[config.mk]
export PLATFORM = sky130hd
export DESIGN_NAME = positional_list_engine
export DESIGN_NICKNAME = d
export VERILOG_FILES = /design/src/rtl/core/ple_pkg.sv /design/src/rtl/core/positional_list_engine.sv /design/src/rtl/core/ple_datapath.sv /design/src/rtl/core/ple_control.sv
export SDC_FILE = /design/constraint.sdc
export NUM_CORES = 1
export LEC_CHECK = 0
export ABC_AREA = 1
export ABC_CLOCK_PERIOD_IN_PS = 4700
export BUFFER_PORTS_ARGS = -buffer_cell sky130_fd_sc_hd__clkbuf_2
export CORE_MARGIN = 4
export CORE_UTILIZATION = 53
export DETAILED_ROUTE_END_ITERATION = 6
export PLACE_DENSITY = 0.72
export SKIP_CTS_REPAIR_TIMING = 1
export SYNTH_ARGS = -nofsm -noshare
export SYNTH_HDL_FRONTEND = slang
export SYNTH_SLANG_ARGS = --single-unit
[constraint.sdc]
create_clock -name clk -period 4.7 [get_ports clk]
set_input_delay 0.235 -clock clk [delete_from_list [all_inputs] [get_ports clk]]
set_output_delay 0.235 -clock clk [all_outputs]
set_load 0.03 [all_outputs]
[src/rtl/core/ple_pkg.sv]
// Shared types and codes for the positional list engine.
`default_nettype none
package ple_pkg;

    typedef enum logic [3:0] {
        FN_GET       = 4'd0,
        FN_SET       = 4'd1,
        FN_INS_FRONT = 4'd2,
        FN_INS_BACK  = 4'd3,
        FN_INS_AT    = 4'd4,
        FN_REM_FRONT = 4'd5,
        FN_REM_BACK  = 4'd6,
        FN_REM_AT    = 4'd7,
        FN_CLEAR     = 4'd8
    } func_t;

    typedef enum logic [1:0] {
        ST_OK     = 2'd0,
        ST_BADPOS = 2'd1,
        ST_EMPTY  = 2'd2,
        ST_FULL   = 2'd3
    } status_t;

    typedef enum logic [2:0] {
        OP_NONE   = 3'd0,
        OP_WRITE  = 3'd1,
        OP_INSERT = 3'd2,
        OP_REMOVE = 3'd3,
        OP_CLEAR  = 3'd4
    } dp_op_t;

    typedef enum logic {
        CS_IDLE = 1'b0,
        CS_HOLD = 1'b1
    } ctl_state_t;

    // Command from controller to datapath.
    typedef struct packed {
        logic   fire;
        dp_op_t op;
        logic   read_item;
    } dp_cmd_t;

    localparam int FUNC_W   = 4;
    localparam int POS_W    = 5;
    localparam int VALUE_W  = 32;
    localparam int STATUS_W = 2;
    localparam int COUNT_W  = 5;

endpackage
`default_nettype wire

[src/rtl/core/positional_list_engine.sv]
// Top level of the positional list engine.
`default_nettype none
// Ordered list of up to CAPACITY items held in a chain of registers; every
// cell shifts in parallel, so any request (get, set, insert, remove, clear)
// is applied as it is accepted and a new request is taken every cycle that the
// result register is free or being emptied. One result per request; count
// in the result is the count after that request. Entries beyond count are
// never read. The result is registered and appears the cycle after the request.
module positional_list_engine #(
    parameter int CAPACITY   = 16,
    parameter int ITEM_WIDTH = 32
) (
    input  wire logic        clk,
    input  wire logic        rst_n,
    input  wire logic        s_tvalid,
    output logic             s_tready,
    // tdata: func[3:0], position[8:4], value[40:9], zero pad [47:41]
    input  wire logic [47:0] s_tdata,
    output logic             m_tvalid,
    input  wire logic        m_tready,
    // tdata: item_out[31:0], status[33:32], count_out[38:34], zero pad [39]
    output logic [39:0]      m_tdata
);
    import ple_pkg::*;

    localparam int CNT_W = $clog2(CAPACITY + 1);
    localparam int IDX_W = (CAPACITY > 1) ? $clog2(CAPACITY) : 1;

    dp_cmd_t               cmd;
    logic [IDX_W-1:0]      idx;
    logic [CNT_W-1:0]      count;
    logic [ITEM_WIDTH-1:0] item_rd;
    logic [ITEM_WIDTH-1:0] item_in;
    logic [VALUE_W-1:0]    item_out;
    logic [STATUS_W-1:0]   status;
    logic [COUNT_W-1:0]    count_out;
    logic [VALUE_W-1:0]    value;

    assign value = s_tdata[40:9];

    generate
        if (ITEM_WIDTH <= VALUE_W)
        begin : g_in_trunc
            assign item_in = value[ITEM_WIDTH-1:0];
        end
        else
        begin : g_in_ext
            assign item_in = {{(ITEM_WIDTH - VALUE_W){1'b0}}, value};
        end
    endgenerate

    ple_control #(
        .CAPACITY(CAPACITY), .ITEM_WIDTH(ITEM_WIDTH), .CNT_W(CNT_W), .IDX_W(IDX_W)
    ) u_ctl (
        .clk(clk), .rst_n(rst_n),
        .in_valid(s_tvalid), .in_ready(s_tready),
        .func(s_tdata[3:0]), .position(s_tdata[8:4]),
        .out_valid(m_tvalid), .out_ready(m_tready),
        .cmd(cmd), .idx(idx), .count(count), .item_rd(item_rd),
        .item_out(item_out), .status(status), .count_out(count_out)
    );

    ple_datapath #(
        .CAPACITY(CAPACITY), .ITEM_WIDTH(ITEM_WIDTH), .CNT_W(CNT_W), .IDX_W(IDX_W)
    ) u_dp (
        .clk(clk), .rst_n(rst_n), .cmd(cmd), .idx(idx), .item_in(item_in),
        .count(count), .item_rd(item_rd)
    );

    assign m_tdata = {1'b0, count_out, status, item_out};

endmodule
`default_nettype wire

[src/rtl/core/ple_datapath.sv]
// Register chain of list cells with parallel shift, plus the count register.
`default_nettype none
module ple_datapath #(
    parameter int CAPACITY   = 16,
    parameter int ITEM_WIDTH = 32,
    parameter int CNT_W      = 5,
    parameter int IDX_W      = 4
) (
    input  wire logic                clk,
    input  wire logic                rst_n,
    input  wire ple_pkg::dp_cmd_t    cmd,
    input  wire logic [IDX_W-1:0]    idx,
    input  wire logic [ITEM_WIDTH-1:0] item_in,
    output logic [CNT_W-1:0]         count,
    output logic [ITEM_WIDTH-1:0]    item_rd
);
    import ple_pkg::*;

    logic [ITEM_WIDTH-1:0] cell_reg [CAPACITY];
    logic [CNT_W-1:0]      count_reg;
    logic [CNT_W-1:0]      count_next;

    assign count   = count_reg;
    assign item_rd = cell_reg[idx];

    // Update each cell from itself, a neighbor or the new item
    always_ff @(posedge clk)
    begin
        for (int i = 0; i < CAPACITY; i++)
        begin
            if (cmd.fire)
            begin
                unique case (cmd.op)
                    OP_WRITE:
                    begin
                        if (IDX_W'(i) == idx)
                            cell_reg[i] <= item_in;
                    end
                    OP_INSERT:
                    begin
                        if (IDX_W'(i) == idx)
                            cell_reg[i] <= item_in;
                        else if (i > 0 && IDX_W'(i) > idx)
                            cell_reg[i] <= cell_reg[(i > 0) ? i - 1 : 0];
                    end
                    OP_REMOVE:
                    begin
                        if (i < CAPACITY - 1 && IDX_W'(i) >= idx)
                            cell_reg[i] <= cell_reg[(i < CAPACITY - 1) ? i + 1 : i];
                    end
                    default:
                    begin
                    end
                endcase
            end
        end
    end

    // Track the item count
    always_comb
    begin
        count_next = count_reg;
        if (cmd.fire)
        begin
            unique case (cmd.op)
                OP_INSERT: count_next = count_reg + CNT_W'(1);
                OP_REMOVE: count_next = count_reg - CNT_W'(1);
                OP_CLEAR:  count_next = '0;
                default:   count_next = count_reg;
            endcase
        end
    end

    always_ff @(posedge clk or negedge rst_n)
    begin
        if (!rst_n)
            count_reg <= '0;
        else
            count_reg <= count_next;
    end

endmodule
`default_nettype wire

[src/rtl/core/ple_control.sv]
// Request decode, status checks and output register for the list engine.
`default_nettype none
module ple_control #(
    parameter int CAPACITY   = 16,
    parameter int ITEM_WIDTH = 32,
    parameter int CNT_W      = 5,
    parameter int IDX_W      = 4
) (
    input  wire logic                    clk,
    input  wire logic                    rst_n,
    input  wire logic                    in_valid,
    output logic                         in_ready,
    input  wire logic [ple_pkg::FUNC_W-1:0] func,
    input  wire logic [ple_pkg::POS_W-1:0]  position,
    output logic                         out_valid,
    input  wire logic                    out_ready,
    output ple_pkg::dp_cmd_t             cmd,
    output logic [IDX_W-1:0]             idx,
    input  wire logic [CNT_W-1:0]        count,
    input  wire logic [ITEM_WIDTH-1:0]   item_rd,
    output logic [ple_pkg::VALUE_W-1:0]  item_out,
    output logic [ple_pkg::STATUS_W-1:0] status,
    output logic [ple_pkg::COUNT_W-1:0]  count_out
);
    import ple_pkg::*;

    ctl_state_t state_reg, state_next;
    logic [VALUE_W-1:0]  item_reg;
    logic [STATUS_W-1:0] status_reg;
    status_t             st;
    logic                accept;
    logic                pos_ok;
    logic                full;
    logic                empty;
    logic [CNT_W-1:0]    pos_m1;
    logic [VALUE_W-1:0]  item_ext;

    // Output stage: next request may enter while a result is taken
    assign in_ready  = (state_reg == CS_IDLE) || out_ready;
    assign accept    = in_valid && in_ready;
    assign out_valid = (state_reg == CS_HOLD);
    assign item_out  = item_reg;
    assign status    = status_reg;
    assign count_out = COUNT_W'(count);

    assign full   = (count >= CNT_W'(CAPACITY));
    assign empty  = (count == '0);
    assign pos_ok = (position != '0) && ({{(CNT_W + 1){1'b0}}, position} <=
                    (CNT_W + POS_W + 1)'(count));
    assign pos_m1 = CNT_W'(position) - CNT_W'(1);

    generate
        if (ITEM_WIDTH >= VALUE_W)
        begin : g_trunc
            assign item_ext = item_rd[VALUE_W-1:0];
        end
        else
        begin : g_ext
            assign item_ext = {{(VALUE_W - ITEM_WIDTH){1'b0}}, item_rd};
        end
    endgenerate

    // Decode request into a datapath command
    always_comb
    begin
        cmd.fire      = 1'b0;
        cmd.op        = OP_NONE;
        cmd.read_item = 1'b0;
        idx           = '0;
        st            = ST_OK;
        unique case (func)
            FN_GET:
            begin
                idx = IDX_W'(pos_m1);
                if (pos_ok) cmd.read_item = 1'b1;
                else st = ST_BADPOS;
            end
            FN_SET:
            begin
                idx = IDX_W'(pos_m1);
                if (pos_ok) cmd.op = OP_WRITE;
                else st = ST_BADPOS;
            end
            FN_INS_FRONT:
            begin
                if (full) st = ST_FULL;
                else cmd.op = OP_INSERT;
            end
            FN_INS_BACK:
            begin
                idx = IDX_W'(count);
                if (full) st = ST_FULL;
                else cmd.op = OP_INSERT;
            end
            FN_INS_AT:
            begin
                idx = IDX_W'(pos_m1);
                if (full) st = ST_FULL;
                else if (!pos_ok) st = ST_BADPOS;
                else cmd.op = OP_INSERT;
            end
            FN_REM_FRONT:
            begin
                if (empty) st = ST_EMPTY;
                else
                begin
                    cmd.op = OP_REMOVE;
                    cmd.read_item = 1'b1;
                end
            end
            FN_REM_BACK:
            begin
                idx = IDX_W'(count - CNT_W'(1));
                if (empty) st = ST_EMPTY;
                else
                begin
                    cmd.op = OP_REMOVE;
                    cmd.read_item = 1'b1;
                end
            end
            FN_REM_AT:
            begin
                idx = IDX_W'(pos_m1);
                if (empty) st = ST_EMPTY;
                else if (!pos_ok) st = ST_BADPOS;
                else
                begin
                    cmd.op = OP_REMOVE;
                    cmd.read_item = 1'b1;
                end
            end
            FN_CLEAR: cmd.op = OP_CLEAR;
            default:
            begin
            end
        endcase
        cmd.fire = accept;
    end

    // Hold state: a result waits in the output register
    always_comb
    begin
        state_next = state_reg;
        unique case (state_reg)
            CS_IDLE: if (accept) state_next = CS_HOLD;
            CS_HOLD: if (out_ready && !accept) state_next = CS_IDLE;
            default: state_next = CS_IDLE;
        endcase
    end

    always_ff @(posedge clk or negedge rst_n)
    begin
        if (!rst_n)
            state_reg <= CS_IDLE;
        else
            state_reg <= state_next;
    end

    // Capture result payload; count is read live from the datapath
    always_ff @(posedge clk)
    begin
        if (accept)
        begin
            item_reg   <= cmd.read_item ? item_ext : '0;
            status_reg <= st;
        end
    end

endmodule
`default_nettype wire

==> run_results.csv <==
group,metric,value,unit
outcome,status,"finished, violations left",
outcome,violations,"DRC",
job,cap_violations,0,
finish,layout_common_cells,"nand2_1, nand3_1, edfxtp_1, inv_1, nor2_1",
finish,layout_commonest_cell,"nand2_1",
clocking,root_buffer,"clkbuf_16",
routing,drc,1,
placed_design,port_buffers,85,
floorplanning,die_w,270.3,um
synthesis,yosysWarnings,0,
floorplanning,io_pins,94,
sta,fin_worst_skew,29.91,ps
sta,setup_ws,630.4,ps
setup_path,crit_fanout,32,
sta,rsz0062_at_grt,"false",
clocking,clock_latency,650,ps
sta,fmax,245.7,MHz
setup_path,cpPeakStageDelay,870,ps
setup_path,crit_slowest_cell,"o21ai_0",
synthesis,synth_compound_area_frac,0.03417,
sta,fin_hold_ws,159.9,ps
setup_path,cp-start-kind,"register",
power,leakagePower,18.28,nW
synthesis,netlist_instances,5163,
synthesis,synthSimpleGateAreaFrac,0.4107,
setup_path,critical_path.top_delay_family,"compound AO/OA/AOI/OAI gates",
clocking,clkSinkCount,552,
setup_path,cp.arrival,4350,ps
placed_design,gp_congestion,0.8979,
clocking,cts_buffers,61,
clocking,cts_tree,"yes",
sta,slew_headroom,0.01500,
hold_path,hold_path_class,"input pin to register",
synthesis,synth-seq-cells,552,
power,p_per_area,373.4,nW/um2
synthesis,synth_fa_ha_area_frac,0.003088,
power,finalPower,0.01452,W
floorplanning,core,67630,um2
floorplanning,die_area,73070,um2
sta,fin_crit,4070,ps
sta,finalSetupViolations,0,
setup_path,critical_path.endpoint_type,"register",
finish,fin_util,0.5750,
routing,vias_per_cell,5.690,
setup_path,path_class,"register to register",
finish,n_antenna_cell,0,
finish,fin_nets,5052,
setup_path,path_cells,"inv_1 > ha_1 > nand2_1 > nor2_1 > nand2_1 > nand2_1 > nand2_1 > o21ai_0 > nand2_1 > o211ai_1 > buf_4",
clocking,clockBufferDepth,3,
synthesis,async_flop_share,0.01087,
clocking,clkTransAtPathRegs,60,ps
routing,drtIter0Drc,4765,
synthesis,synth-edff-count,546,
synthesis,synth_mux_area_frac,0,
power,vdd_drop_max,295.8,uV
grt,grt_use_total,0.2908,
finish,drive_gt1_frac,0.06190,
clocking,htreeDepth,2,
routing,ant_nets,0,
grt,grt_antenna_before_repair,0,
routing,num_vias,33650,
floorplanning,die_h,270.3,um
synthesis,synth_nets,5224,
synthesis,synth_cell_types,36,
floorplanning,row_count,95,
synthesis,syn_area_per_cell,7.063,um2
grt,gr-total-overflow,0,
sta,fin_crit_sh,0.8659,
synthesis,yosysSeqAreaShare,0.4537,
sta,hold_viol,0,
setup_path,required,4980,ps
setup_path,cp.buffers_inverters,2,
finish,syn2layout_area_growth,6.639,%
sta,slew_viol_final,0,
placed_design,dp_slack,804.2,ps
grt,grt_pass1_vias,30660,
finish,largest_reg_flops,512,
sta,fin_tns_setup,0,ps
synthesis,synth_xor_area_frac,0.001201,
grt,grt_pass1_wl,174.0,mm
synthesis,synth_top_family_by_area,"simple AND/OR/NAND/NOR gates",
synthesis,synth_area,36470,um2
routing,drtPass1Iterations,7,
grt,grt_start_max_net_pins,193,
routing,routedWlPerCell,18.55,um
sta,worst_pin_slew,1478,ps
setup_path,cpMostUsedCell,"nand2_1",
floorplanning,floorplan.initialDensity,0.5392,
placed_design,dpl.hpwl,72.88,mm
synthesis,synth-main-ff-cell,"edfxtp_1",
routing,finalWirelength,109.7,mm
==> layout make-up <==
type	instances	area [um2]
clock buffers	76	1604
clock inverters	36	274.0
fillers	6302	28740
inverters	465	1760
multi-input cells	3743	16490
flip-flops and latches	552	16550
well taps	873	1092
repair buffers	168	1121
==> layer usage <==
metal  GRT usage  wire (um)  vias up
met4     0.07030       2393        0
met3     0.06565      12870      182
li1            -          -    16520
met2      0.4443      47490     1899
met1      0.4234      46950    15040
met5           0          0        -
==> metrics by stage <==
step	cells	instance area [um2]
CTS	5909	38850
global route	5913	38890
detailed placement	5797	36970
floorplan	5163	36470
finish	5913	38890
global placement	5797	36970
==> power by group <==
part | total (W) | leakage, nW | internal [W] | switching (W)
clock | 0.00465 | 0.907 | 0.00261 | 0.00203
sequential | 0.00624 | 5.06 | 0.00601 | 0.000227
combinational | 0.00364 | 12.3 | 0.000993 | 0.00264
total | 0.0145 | 18.3 | 0.00962 | 0.00490
==> kinds of logic (layout without fill, tap and decap cells) <==
| group | after synthesis | count (layout) |
|---|---|---|
| fa+ha+maj | 9 | 9 |
| compound gates | 244 | 244 |
| other cells | 1 | 1 |
| buf+inv | 868 | 745 |
| xor+xnor | 5 | 5 |
| flops | 552 | 552 |
| simple gates | 3484 | 3484 |
==> final timing paths <==
| path | start | end | slack [ps] | cells after the start |
|---|---|---|---|---|
| worst max-delay path | u_dp.count[4] | u_dp.cell_reg[9][17] | 630 | 11 |
| worst min-delay path | s_tdata[3] | u_ctl.status[1] | 160 | 4 |
| worst max register to register | u_dp.count[4] | u_dp.cell_reg[9][17] | 630 | 11 |
| worst min register to register | u_dp.cell_reg[15][4] | u_dp.cell_reg[14][4] | 540 | 2 |
| max in group asynchronous | rst_n | u_dp.count[1] | 3940 | 3 |
| min in group asynchronous | rst_n | u_dp.count[0] | 540 | 3 |
==> synthesized netlist by cell type (6+ instances only) <==
cell type	number	area share
nand2_1	2132	0.22
nand3_1	1066	0.15
edfxtp_1	546	0.45
inv_1	442	0.045
clkbuf_1	172	0.018
buf_2	167	0.023
nor2_1	115	0.012
o21ai_0	106	0.015
nand4_1	101	0.017
o21ai_1	95	0.013
buf_1	49	0.0050
a21oi_1	34	0.0047
nand3b_1	33	0.0068
inv_2	22	0.0023
buf_4	11	0.0023
nand2_2	10	0.0017
ha_1	9	0.0031
nor2_4	7	0.0022
dfrtp_1	6	0.0041
nor2_2	6	0.0010
o211ai_1	6	0.0012
==> worst min-delay path: stages <==
cell      delay (ps)
clkbuf_2         130
nor2_2            70
nand2_1           80
o21ai_0           90
Note: power is estimated with default switching activity, not from simulation.
